===== src/rtl/smpcf_pkg.sv =====
// shared types and constants for the shadow map pcf lookup
// item structs, controller command and status structs, fixed-point constants
// no dependencies
package smpcf_pkg;

  // default edge length of the square depth map
  localparam int DEF_MAP_SIZE = 256;

  // light coordinate accumulator, q.20, holds three products plus offset
  localparam int ACC_W = 34;

  // 1.0 in q.20 and 0.001 in q.20 rounded to nearest
  localparam int ONE_Q20 = 1048576;
  localparam int EPS_Q20 = 1049;

  // largest q3.12 depth, the cleared value of every cell
  localparam logic [15:0] DEPTH_MAX = 16'h7fff;

  // item kinds
  localparam logic FUNC_WRITE = 1'b0;
  localparam logic FUNC_QUERY = 1'b1;

  // configuration register indexes
  localparam int CFG_IDX_W = 2;
  localparam logic [CFG_IDX_W-1:0] CFG_ROW_X = 2'd0;
  localparam logic [CFG_IDX_W-1:0] CFG_ROW_Y = 2'd1;
  localparam logic [CFG_IDX_W-1:0] CFG_ROW_Z = 2'd2;

  // step counter for the nine products and the nine taps
  localparam int STEP_W = 4;
  localparam logic [STEP_W-1:0] LAST_STEP = 4'd9;

  typedef struct packed {
    logic               func;
    logic signed [15:0] pos_x;
    logic signed [15:0] pos_y;
    logic signed [15:0] pos_z;
    logic [7:0]         cell_col;
    logic [7:0]         cell_row;
    logic signed [15:0] new_depth;
  } in_item_t;

  typedef struct packed {
    logic [3:0] hit_count;
    logic       outside_frustum;
  } out_item_t;

  typedef struct packed {
    logic              clr_en;
    logic              load;
    logic              use_wr_addr;
    logic              wr_upd;
    logic              mul_en;
    logic [STEP_W-1:0] mul_sel;
    logic              acc_en;
    logic [STEP_W-1:0] acc_sel;
    logic              cell_en;
    logic [STEP_W-1:0] tap_sel;
    logic              cmp_en;
    logic              out_load;
  } cmd_t;

  typedef struct packed {
    logic clr_last;
    logic outside;
  } sts_t;

endpackage


===== src/rtl/smpcf_ctrl.sv =====
// controller state machine for the shadow map pcf lookup
// sequences clear sweep, depth write, transform and the nine taps
// depends on smpcf_pkg
module smpcf_ctrl
  import smpcf_pkg::*;
(
  input  logic clk,
  input  logic rst_n,
  input  logic in_valid,
  input  logic in_func,
  output logic in_stall,
  output logic out_valid,
  input  logic out_stall,
  input  sts_t sts,
  output cmd_t cmd
);

  localparam logic [2:0] ST_CLEAR  = 3'd0;
  localparam logic [2:0] ST_IDLE   = 3'd1;
  localparam logic [2:0] ST_WR_RD  = 3'd2;
  localparam logic [2:0] ST_WR_UPD = 3'd3;
  localparam logic [2:0] ST_XFORM  = 3'd4;
  localparam logic [2:0] ST_CELL   = 3'd5;
  localparam logic [2:0] ST_TAP    = 3'd6;
  localparam logic [2:0] ST_DONE   = 3'd7;

  logic [2:0]        state_r, state_nxt;
  logic [STEP_W-1:0] step_r, step_nxt;
  logic              out_valid_r, out_valid_nxt;

  always_comb begin
    cmd           = '0;
    state_nxt     = state_r;
    step_nxt      = step_r;
    out_valid_nxt = out_valid_r && out_stall;
    unique case (state_r)
      ST_CLEAR: begin
        cmd.clr_en = 1'b1;
        if (sts.clr_last) begin
          state_nxt = ST_IDLE;
        end
      end
      ST_IDLE: begin
        if (in_valid) begin
          cmd.load  = 1'b1;
          step_nxt  = '0;
          state_nxt = (in_func == FUNC_QUERY) ? ST_XFORM : ST_WR_RD;
        end
      end
      ST_WR_RD: begin
        cmd.use_wr_addr = 1'b1;
        state_nxt       = ST_WR_UPD;
      end
      ST_WR_UPD: begin
        cmd.use_wr_addr = 1'b1;
        cmd.wr_upd      = 1'b1;
        state_nxt       = ST_IDLE;
      end
      ST_XFORM: begin
        // product k is formed while product k-1 is summed
        cmd.mul_en  = (step_r != LAST_STEP);
        cmd.mul_sel = step_r;
        cmd.acc_en  = (step_r != '0);
        cmd.acc_sel = step_r - STEP_W'(1);
        if (step_r == LAST_STEP) begin
          state_nxt = ST_CELL;
        end else begin
          step_nxt = step_r + STEP_W'(1);
        end
      end
      ST_CELL: begin
        cmd.cell_en = 1'b1;
        step_nxt    = '0;
        state_nxt   = ST_TAP;
      end
      ST_TAP: begin
        if (sts.outside) begin
          state_nxt = ST_DONE;
        end else begin
          // tap k is addressed while tap k-1 is compared
          cmd.tap_sel = step_r;
          cmd.cmp_en  = (step_r != '0);
          if (step_r == LAST_STEP) begin
            state_nxt = ST_DONE;
          end else begin
            step_nxt = step_r + STEP_W'(1);
          end
        end
      end
      ST_DONE: begin
        if (!out_valid_r || !out_stall) begin
          cmd.out_load  = 1'b1;
          out_valid_nxt = 1'b1;
          state_nxt     = ST_IDLE;
        end
      end
      default: begin
        state_nxt = ST_IDLE;
      end
    endcase
  end

  always_ff @(posedge clk) begin
    if (!rst_n) begin
      state_r     <= ST_CLEAR;
      step_r      <= '0;
      out_valid_r <= 1'b0;
    end else begin
      state_r     <= state_nxt;
      step_r      <= step_nxt;
      out_valid_r <= out_valid_nxt;
    end
  end

  assign in_stall  = (state_r != ST_IDLE);
  assign out_valid = out_valid_r;

endmodule


===== config.mk =====
export PLATFORM = sky130hd
export DESIGN_NAME = smpcf_ctrl
export DESIGN_NICKNAME = d
export VERILOG_FILES = /design/src/rtl/smpcf_pkg.sv /design/src/rtl/smpcf_ctrl.sv
export SDC_FILE = /design/constraint.sdc
export NUM_CORES = 1
export LEC_CHECK = 0
export BUFFER_PORTS_ARGS = -buffer_cell sky130_fd_sc_hd__buf_4
export CORE_MARGIN = 2
export CORE_UTILIZATION = 35
export DETAILED_ROUTE_END_ITERATION = 8
export GPL_TIMING_DRIVEN = 0
export SLEW_MARGIN = 15
export SYNTH_ARGS = -nofsm -noshare
export SYNTH_HDL_FRONTEND = slang
export SYNTH_SLANG_ARGS = --single-unit

===== constraint.sdc =====
create_clock -name clk -period 1.5 [get_ports clk]
set_input_delay 0.075 -clock clk [delete_from_list [all_inputs] [get_ports clk]]
set_output_delay 0.075 -clock clk [all_outputs]
set_load 0.02 [all_outputs]

==> results of run 1 <==
[cell usage in the layout (no fill, tap or decap), types with 3 or more instances in the layout]
cell | netlist | final
nand3_1 | 3 | 3
o21ai_0 | 4 | 4
nand2_1 | 8 | 8
clkbuf_4 | 0 | 4
and2_1 | 8 | 8
ha_1 | 4 | 4
nor2_1 | 12 | 12
dfxtp_2 | 0 | 3
buf_4 | 1 | 31
dfxtp_1 | 8 | 4
[state kept, by name (all words and copies together), names as in the netlist]
register	flops
step_r	4
state_r	3
out_valid	1
[layout make-up]
class | count | area (µm²)
plain buffers | 6 | 33.8
repair buffers | 30 | 225
well taps | 25 | 31.3
multi-input cells | 73 | 487
fillers | 189 | 790
flip-flops and latches | 8 | 168
clock buffers | 3 | 22.5
inverters | 2 | 7.51
[metrics by stage]
step	hold WS (ns)	cells	util [%]	instance area [µm²]	worst slack [ns]
final	0.132	147	55.2	975	0.0907
after global routing	0.136	147	55.2	975	0.00909
after CTS	0.125	147	54.0	953	0.0285
after detailed placement	0.402	143	51.8	913	0.0147
after global placement	0.397	143	51.8	913	0.0212
after floorplan	0.265	89	-	664	0.196
[Yosys cell counts, types with 2 or more instances]
master    count
nor2_1       12
dfxtp_1       8
and3_1        2
and2_1        8
a21boi_0      2
buf_2         3
ha_1          4
o21ai_0       4
nand2_1       8
a21oi_1       2
nand2b_1      4
nor3b_1       3
nand3_1       3
inv_1         2
a31o_2        2
nor3_1        2
xnor2_1       2
nor2b_1       2
[routing by layer]
metal / up-vias / routed length (µm) / GRT usage, %
met5: - / 0 / 0
met4: 0 / 40 / 11.4
met3: 4 / 51 / 2.26
met2: 16 / 715 / 23.0
met1: 306 / 777 / 19.8
li1: 376 / - / -
[repair_timing]
item / CTS / global route
hold endpoints to repair: 0 / 0
setup buffers: 1 / 0
setup endpoints to repair: 14 / 16
pin swaps: 0 / 1
resized for setup: 4 / 7
[power groups by stage]
stage | combinational (µW) | clock, µW | sequential (µW)
5_1_grt | 182 | 191 | 236
3_5_place_dp | 160 | 0 | 237
6_report | 167 | 169 | 234
3_3_place_gp | 161 | 0 | 237
4_1_cts | 163 | 181 | 233
2_1_floorplan | 102 | 0 | 234
[kinds of logic (layout without fill, tap and decap cells)]
group,count (synthesis),in the layout,synth area share (%)
AND/OR/NAND/NOR,49,49,40.1
XOR/XNOR,2,2,2.64
flip-flops,8,8,24.1
buffers and inverters,8,41,5.84
multiplexers,1,1,1.51
adder cells (fa/ha/maj),4,4,7.53
AO/OA/AOI/OAI,17,17,18.3
[critical path, cell delays in order, from the launching register on]
cell	delay, ns
dfxtp_4	0.37
inv_1	0.10
ha_1	0.14
nor3b_1	0.24
nor2b_1	0.07
buf_4	0.16
[worst max path at each step]
stage	from	end	slack [ns]
final	step_r[0]	cmd[1]	0.09
after global routing	step_r[0]	cmd[11]	0.009
after CTS	state_r[0]	cmd[4]	0.03
after detailed placement	step_r[1]	step_r[3]	0.01
after global placement	step_r[1]	step_r[3]	0.02
after floorplan	state_r[1]	cmd[17]	0.20
==> results.sh, run 1 <==
export IMPL_grt_overflow_total=0
export IMPL_setup_viol=0
export IMPL_power_share_sequential_pct=41.0
export IMPL_grt_max_degree=11
export IMPL_drc_errors=0
export IMPL_holdBufCountCts=0
export IMPL_grtUsageTotal_pct=15.3
export IMPL_p_total_uw=570
export IMPL_core_mm2=0.00176
export IMPL_cts_tree="yes"
export IMPL_hold_violations=0
export IMPL_drtIter0Drc=4
export IMPL_skew_ns=0.00498
export IMPL_hold_depth=3
export IMPL_synth_area_leader_cell="dfxtp_1"
export IMPL_internal_power_uw=389
export IMPL_nets=135
export IMPL_netlist_area_um2=664
export IMPL_ys_ff_latch=8
export IMPL_fmax_mhz=710
export IMPL_syn_nets=100
export IMPL_port_buffer_count=29
export IMPL_crit_path_start_kind="register"
export IMPL_vias_per_cell=4.78
export IMPL_grt_pass1_wl_mm=2.39
export IMPL_cts_sinks=8
export IMPL_vdd_drop_max_mv=0.504
export IMPL_rsz0062_at_grt="false"
export IMPL_cts_root_buf="clkbuf_4"
export IMPL_maxSlewViolCount=0
export IMPL_power_density_mw_per_mm2=584
export IMPL_min_path_type="primary input to register"
export IMPL_antenna_found_initial=0
export IMPL_crit_fanout=9
export IMPL_syn_inst=89
export IMPL_async_flop_share_pct=0
export IMPL_status="completed"
export IMPL_totalWireLength_mm=1.59
export IMPL_min_from="out_stall"
export IMPL_start_util_pct=37.7
export IMPL_insertion_delay_ns=0.26
export IMPL_final_antenna_net_count=0
export IMPL_worstReg2RegStart="step_r[1]"
export IMPL_gp_congestion=0.827
export IMPL_worstHoldEndpoint="out_valid"
export IMPL_fp_dieH_um=47.6
export IMPL_drive_above_1_share_pct=42.6
export IMPL_switchingPower_uw=180
export IMPL_avgSynthCellArea_um2=7.47
export IMPL_fin_crit_sh_pct=94.0
export IMPL_grt_pass1_vias=552
export IMPL_htree_num_levels=1
export IMPL_rr_worst_depth=6
export IMPL_rr_endpoint="step_r[1]"
export IMPL_netSwitchingFraction_pct=31.7
export IMPL_insertedDiodeCount=0
export IMPL_hpwl_mm=1.20
export IMPL_yosysSeqAreaShare_pct=24.1
export IMPL_synth_top_cell_area_share_pct=24.1
export IMPL_num_vias=702
export IMPL_synth_edf_count=0
export IMPL_worst_slew_pin_slew_ns=0.388
export IMPL_area_growth_pct=46.7
export IMPL_die_area_mm2=0.00226
export IMPL_rrSetupSlack_ns=0.11
export IMPL_yosys_warnings=0
export IMPL_required_ns=1.42
export IMPL_tns_ns=0
export IMPL_relSlewSlack_pct=74.1
export IMPL_routedWlPerCell_um=10.8
export IMPL_cts_buffer_depth=2
export IMPL_critPathKind="register to output pin"
export IMPL_post_route_min_period_ns=1.41
export IMPL_synth_area_leaders="dfxtp_1 24%, and2_1 7.5%, ha_1 7.5%"
export IMPL_io_pins=30
export IMPL_cts_made_buffers=3
export IMPL_synth_top_flop_cell="dfxtp_1"
export IMPL_leakage_uw=0.000447
export IMPL_power_frac_clock_pct=29.7
export IMPL_die_w_um=47.6
export IMPL_cap_viol_max_count=0
export IMPL_end_kind="output pin"
export IMPL_dr_pass1_iters=4
export IMPL_cp_arrival_ns=1.33
export IMPL_row_count=15
export IMPL_synth_distinct_cells=34
export IMPL_clkTransAtPathRegs_ns=0.06
export IMPL_comb_power_share_pct=29.3
Note: power is estimated with default switching activity, not from simulation.
==> inputs of run 2 (changes only) <==
--- a/config.mk
+++ b/config.mk
@@ -10,6 +10,8 @@
 export CORE_UTILIZATION = 35
 export DETAILED_ROUTE_END_ITERATION = 8
 export GPL_TIMING_DRIVEN = 0
+export MAX_ROUTING_LAYER = met4
+export PLACE_DENSITY_LB_ADDON = 0.08
 export SLEW_MARGIN = 15
 export SYNTH_ARGS = -nofsm -noshare
 export SYNTH_HDL_FRONTEND = slang
==> run 2 against run 1 <==
Total power is 0.48% lower; register-to-register slack improved by 0.05 ns; sequential power about the same; clock skew rose by 0.0012 ns; sequential share of layout area is essentially flat; critical endpoint is now cmd[11]; largest cell class unchanged; highest routed layer unchanged.
==> results.sh, run 2 (synthesis gave the netlist of run 1 again) <==
export IMPL_status="completed"
export IMPL_crit_path_start_kind="register"
export IMPL_vias_per_cell=4.79
export IMPL_mostFrequentLayoutCells="32 x buf_4, 12 x nor2_1, 8 x nand2_1, 8 x and2_1, 5 x dfxtp_1"
export IMPL_setup_viol=0
export IMPL_die_w_um=47.6
export IMPL_grt_overflow_total=0
export IMPL_min_path_type="primary input to register"
export IMPL_gp_congestion=0.807
export IMPL_hold_violations=0
export IMPL_maxSlewViolCount=0
export IMPL_slowest_stage="dfxtp_4"
export IMPL_core_mm2=0.00176
export IMPL_layout_commonest_cell="buf_4"
export IMPL_tns_ns=0
export IMPL_cp_slowest_stage_delay_ns=0.37
export IMPL_critPathKind="register to output pin"
export IMPL_grt_max_degree=11
export IMPL_crit_start="step_r[0]"
export IMPL_switchingPower_uw=180
export IMPL_antenna_found_initial=0
export IMPL_holdBufCountCts=0
export IMPL_num_vias=704
export IMPL_rr_endpoint="step_r[3]"
export IMPL_cp_endpoint="cmd[11]"
export IMPL_power_share_sequential_pct=40.8
export IMPL_netSwitchingFraction_pct=31.8
export IMPL_worstReg2RegStart="step_r[1]"
export IMPL_crit_family="flip-flops"
export IMPL_port_buffer_count=29
export IMPL_drc_errors=0
export IMPL_largest_reg_flops=4
export IMPL_start_util_pct=37.7
export IMPL_power_frac_clock_pct=29.8
export IMPL_cp_cell_sequence="inv_1, ha_1, nor3b_1, nor2_1, buf_4"
export IMPL_insertedDiodeCount=0
export IMPL_end_kind="output pin"
export IMPL_fin_util_pct=55.6
export IMPL_internal_power_uw=387
export IMPL_dr_pass1_iters=3
export IMPL_relSlewSlack_pct=75.2
export IMPL_skew_ns=0.00614
export IMPL_grt_pass1_vias=550
export IMPL_design_area_um2=981
export IMPL_row_count=15
export IMPL_worst_slew_pin_slew_ns=0.373
export IMPL_cts_sinks=8
export IMPL_vdd_drop_max_mv=0.551
export IMPL_totalWireLength_mm=1.59
export IMPL_clkTransAtPathRegs_ns=0.06
export IMPL_final_antenna_net_count=0
export IMPL_fmax_mhz=689
export IMPL_grt_pass1_wl_mm=2.42
export IMPL_fin_crit_sh_pct=96.7
export IMPL_routedWlPerCell_um=10.8
export IMPL_rrSetupSlack_ns=0.16
export IMPL_rr_worst_depth=6
export IMPL_crit_fanout=9
export IMPL_area_growth_pct=47.6
export IMPL_grtUsageTotal_pct=15.9
export IMPL_leakage_uw=0.000449
export IMPL_fp_dieH_um=47.6
export IMPL_crit_buf_inv=2
export IMPL_cap_viol_max_count=0
export IMPL_regMostFlops="step_r"
export IMPL_io_pins=30
export IMPL_required_ns=1.42
export IMPL_power_density_mw_per_mm2=578
export IMPL_cts_tree="yes"
export IMPL_dpl_instance_area_um2=913
export IMPL_drive_above_1_share_pct=42.6
export IMPL_comb_power_share_pct=29.5
export IMPL_cp_arrival_ns=1.38
export IMPL_nets=135
export IMPL_cts_root_buf="clkbuf_4"
export IMPL_drtIter0Drc=10
export IMPL_cts_buffer_depth=2
export IMPL_cp_depth=5
export IMPL_cts_made_buffers=3
export IMPL_hpwl_mm=1.19
export IMPL_insertion_delay_ns=0.25
export IMPL_die_area_mm2=0.00226
export IMPL_htree_num_levels=1
export IMPL_post_route_min_period_ns=1.45
## run 2: changes by cell type in the layout (fill, tap and decap cells not counted), sizes merged
cell,change
clkbuf,-1
buf,+1
## run 2: layout make-up
type | instances | area [µm²]
Buffer | 6 | 33.8
Clock buffer | 3 | 22.5
Fill cell | 191 | 783
Inverter | 2 | 10.0
Multi-Input combinational cell | 73 | 489
Sequential cell | 8 | 169
Tap cell | 25 | 31.3
Timing Repair Buffer | 30 | 225
## run 2: metrics by stage
step	hold slack (ns)	setup slack [ns]	std cells	power [µW]
4_1_cts	0.141	0.00738	147	570
3_3_place_gp	0.398	0.0172	143	397
6_report	0.140	0.0488	147	567
2_1_floorplan	0.265	0.196	89	336
5_1_grt	0.156	-0.00736	147	597
3_5_place_dp	0.416	0.0173	143	398
## run 2: how the worst min path moves through the flow
| stage | from | endpoint | cells past startpoint |
|---|---|---|---|
| 3_5_place_dp | out_stall | out_valid | 3 |
| 3_3_place_gp | out_stall | out_valid | 3 |
| 4_1_cts | out_stall | out_valid | 3 |
| 5_1_grt | out_stall | out_valid | 3 |
| 2_1_floorplan | out_stall | out_valid | 2 |
| 6_report | out_stall | out_valid | 3 |
## run 2: worst register-to-register path, delay by kind of cell (launching register included)
family          cells  cell delay [ns]
compound gates      2             0.35
fa+ha+maj           1             0.17
buf+inv             1             0.05
flops               1             0.38
simple gates        2             0.33
## run 2: repair_timing
action                                  4_1_cts  5_1_grt
gates resized for setup                       4       10
gates cloned                                  0        0
endpoints found under the setup margin       11       12
buffers inserted                              1        0
endpoints found under the hold margin         0        0
pin swaps                                     0        3
## run 2: power by group through the flow
| stage | Combinational [µW] | Clock, µW | Sequential (µW) |
|---|---|---|---|
| 2_1_floorplan | 102 | 0 | 234 |
| 3_3_place_gp | 160 | 0 | 237 |
| 3_5_place_dp | 161 | 0 | 237 |
| 4_1_cts | 163 | 175 | 232 |
| 5_1_grt | 184 | 181 | 233 |
| 6_report | 167 | 169 | 231 |
## run 2: routing by layer
metal	track usage, %	routed length (µm)	up-vias
li1	-	-	374
met1	19.7	762	316
met2	24.1	737	12
met3	1.51	69	2
met4	11.4	19	0
met5	-	0	-
==> inputs of run 3 (changes only) <==
--- a/config.mk
+++ b/config.mk
@@ -8,8 +8,8 @@
 export BUFFER_PORTS_ARGS = -buffer_cell sky130_fd_sc_hd__buf_4
 export CORE_MARGIN = 2
 export CORE_UTILIZATION = 35
+export CTS_CLUSTER_DIAMETER = 120
 export DETAILED_ROUTE_END_ITERATION = 8
-export GPL_TIMING_DRIVEN = 0
 export MAX_ROUTING_LAYER = met4
 export PLACE_DENSITY_LB_ADDON = 0.08
 export SLEW_MARGIN = 15
==> constraint.sdc (replaced) <==
create_clock -name clk -period 1.75 [get_ports clk]
set_input_delay 0.0875 -clock clk [delete_from_list [all_inputs] [get_ports clk]]
set_output_delay 0.0875 -clock clk [all_outputs]
set_load 0.02 [all_outputs]
==> run 3 against run 2 <==
Critical endpoint is now cmd[1]; hold slack improved by 0.011 ns; highest routed layer unchanged; non-clock buffer count fell by 4; utilization fell by 2.6 points.
==> results.sh, run 3 (synthesis gave the netlist of run 1 again) <==
export IMPL_status="completed"
export IMPL_drtIter0Drc=14
export IMPL_cap_viol_max_count=0
export IMPL_hold_violations=0
export IMPL_regMostFlops="step_r"
export IMPL_core_mm2=0.00176
export IMPL_dr_pass1_iters=4
export IMPL_power_share_sequential_pct=44.8
export IMPL_start_util_pct=37.7
export IMPL_end_kind="output pin"
export IMPL_cts_root_buf="clkbuf_4"
export IMPL_cp_arrival_ns=1.50
export IMPL_port_buffer_count=29
export IMPL_area_growth_pct=40.7
export IMPL_worst_slew_pin_slew_ns=0.466
export IMPL_vdd_drop_max_mv=0.537
export IMPL_cp_cell_sequence="nor3b_2, nor2b_1, buf_4"
export IMPL_drc_errors=0
export IMPL_insertion_delay_ns=0.25
export IMPL_netSwitchingFraction_pct=30.6
export IMPL_hpwl_mm=1.15
export IMPL_drive_above_1_share_pct=37.3
export IMPL_cts_made_buffers=3
export IMPL_internal_power_uw=327
export IMPL_cp_slowest_stage_delay_ns=0.60
export IMPL_required_ns=1.66
export IMPL_grt_pass1_wl_mm=2.36
export IMPL_antenna_found_initial=0
export IMPL_cts_setup_buffers=0
export IMPL_cts_tree="yes"
export IMPL_totalWireLength_mm=1.52
export IMPL_p_total_uw=472
export IMPL_relSlewSlack_pct=68.9
export IMPL_slowest_stage="dfxtp_1"
export IMPL_tns_ns=0
export IMPL_leakage_uw=0.000419
export IMPL_maxSlewViolCount=0
export IMPL_rsz0062_at_grt="false"
export IMPL_vias_per_cell=4.97
export IMPL_grt_max_degree=17
export IMPL_mostFrequentLayoutCells="32 x buf_4, 12 x nor2_1, 8 x nand2_1, 8 x and2_1, 6 x dfxtp_1"
export IMPL_crit_buf_inv=1
export IMPL_insertedDiodeCount=0
export IMPL_routedWlPerCell_um=10.6
export IMPL_nets=131
export IMPL_largest_reg_flops=4
export IMPL_cts_sinks=8
export IMPL_fin_crit_sh_pct=90.7
export IMPL_skew_ns=0.000764
export IMPL_switchingPower_uw=144
export IMPL_row_count=15
export IMPL_final_antenna_net_count=0
export IMPL_regArea_um2=163
export IMPL_dpl_instance_area_um2=905
export IMPL_htree_num_levels=1
export IMPL_crit_family="flip-flops"
export IMPL_cts_buffer_depth=2
export IMPL_num_vias=711
export IMPL_crit_path_start_kind="register"
export IMPL_grtUsageTotal_pct=15.3
export IMPL_setup_viol=0
export IMPL_grt_pass1_vias=539
export IMPL_multi_input_area_um2=470
export IMPL_die_w_um=47.6
export IMPL_fp_dieH_um=47.6
export IMPL_io_pins=30
export IMPL_comb_power_share_pct=26.2
export IMPL_clkTransAtPathRegs_ns=0.05
export IMPL_die_area_mm2=0.00226
export IMPL_grt_overflow_total=0
export IMPL_design_area_um2=935
export IMPL_layout_commonest_cell="buf_4"
export IMPL_power_density_mw_per_mm2=505
export IMPL_gp_congestion=0.814
export IMPL_crit_fanout=15
export IMPL_power_frac_clock_pct=29.0
export IMPL_post_route_min_period_ns=1.59
export IMPL_min_path_type="primary input to register"
export IMPL_critPathKind="register to output pin"
export IMPL_fmax_mhz=630
export IMPL_fillers=199
## run 3: cell count changes in the layout (fill, tap and decap cells not counted), sizes merged
cell    delta
buf        -2
clkbuf     -2
## run 3: final timing paths
kind                   start         to  slack [ns]  depth (start not counted)
setup / recovery  state_r[1]     cmd[1]        0.16                          3
hold reg to reg    out_valid  out_valid        0.53                          2
hold / removal     out_stall  out_valid        0.15                          3
setup reg to reg   step_r[1]  step_r[3]        0.28                          6
## run 3: worst reg2reg max path, stage by stage, from the launching register on
cell and delay [ns]:
dfxtp_1 0.41, inv_1 0.12, ha_1 0.20, nand3b_1 0.19, nand4_2 0.15, o31ai_2 0.23, a31o_1 0.12
## run 3: layout make-up
cell class                      count  area share [%]
Multi-Input combinational cell     73            50.3
Tap cell                           25            3.35
Timing Repair Buffer               32            25.7
Sequential cell                     8            17.4
Inverter                            2           0.803
Clock buffer                        3            2.41
## run 3: through the flow
stage	setup slack [ns]	util [%]	std cells	hold slack (ns)
2_1_floorplan	0.434	-	89	0.278
3_3_place_gp	0.234	51.3	140	0.410
3_5_place_dp	0.254	51.3	140	0.416
4_1_cts	0.0245	52.8	143	0.147
5_1_grt	0.0441	53.0	143	0.185
6_report	0.163	53.0	143	0.152
## run 3: metal layers
layer  track usage [%]  wire length (µm)  vias to the layer above  part of all wire (%)
met2              21.6               674                       25                    44
met3              1.13                97                        4                   6.4
met1              20.9               714                      316                    47
li1                  -                 -                      366                     -
met4              9.73                34                        0                   2.2
met5                 -                 0                        -                     0
## run 3: repair_timing
action	CTS	global route
resized for setup	1	2
hold buffers	0	0
endpoints found under the setup margin	5	8
endpoints found under the hold margin	0	0
## run 3: power by group through the flow
stage	Sequential, µW	Clock, µW	Combinational, µW
3_5_place_dp	213	0	124
3_3_place_gp	214	0	124
6_report	211	137	124
2_1_floorplan	201	0	87.6
5_1_grt	214	148	136
4_1_cts	209	144	125
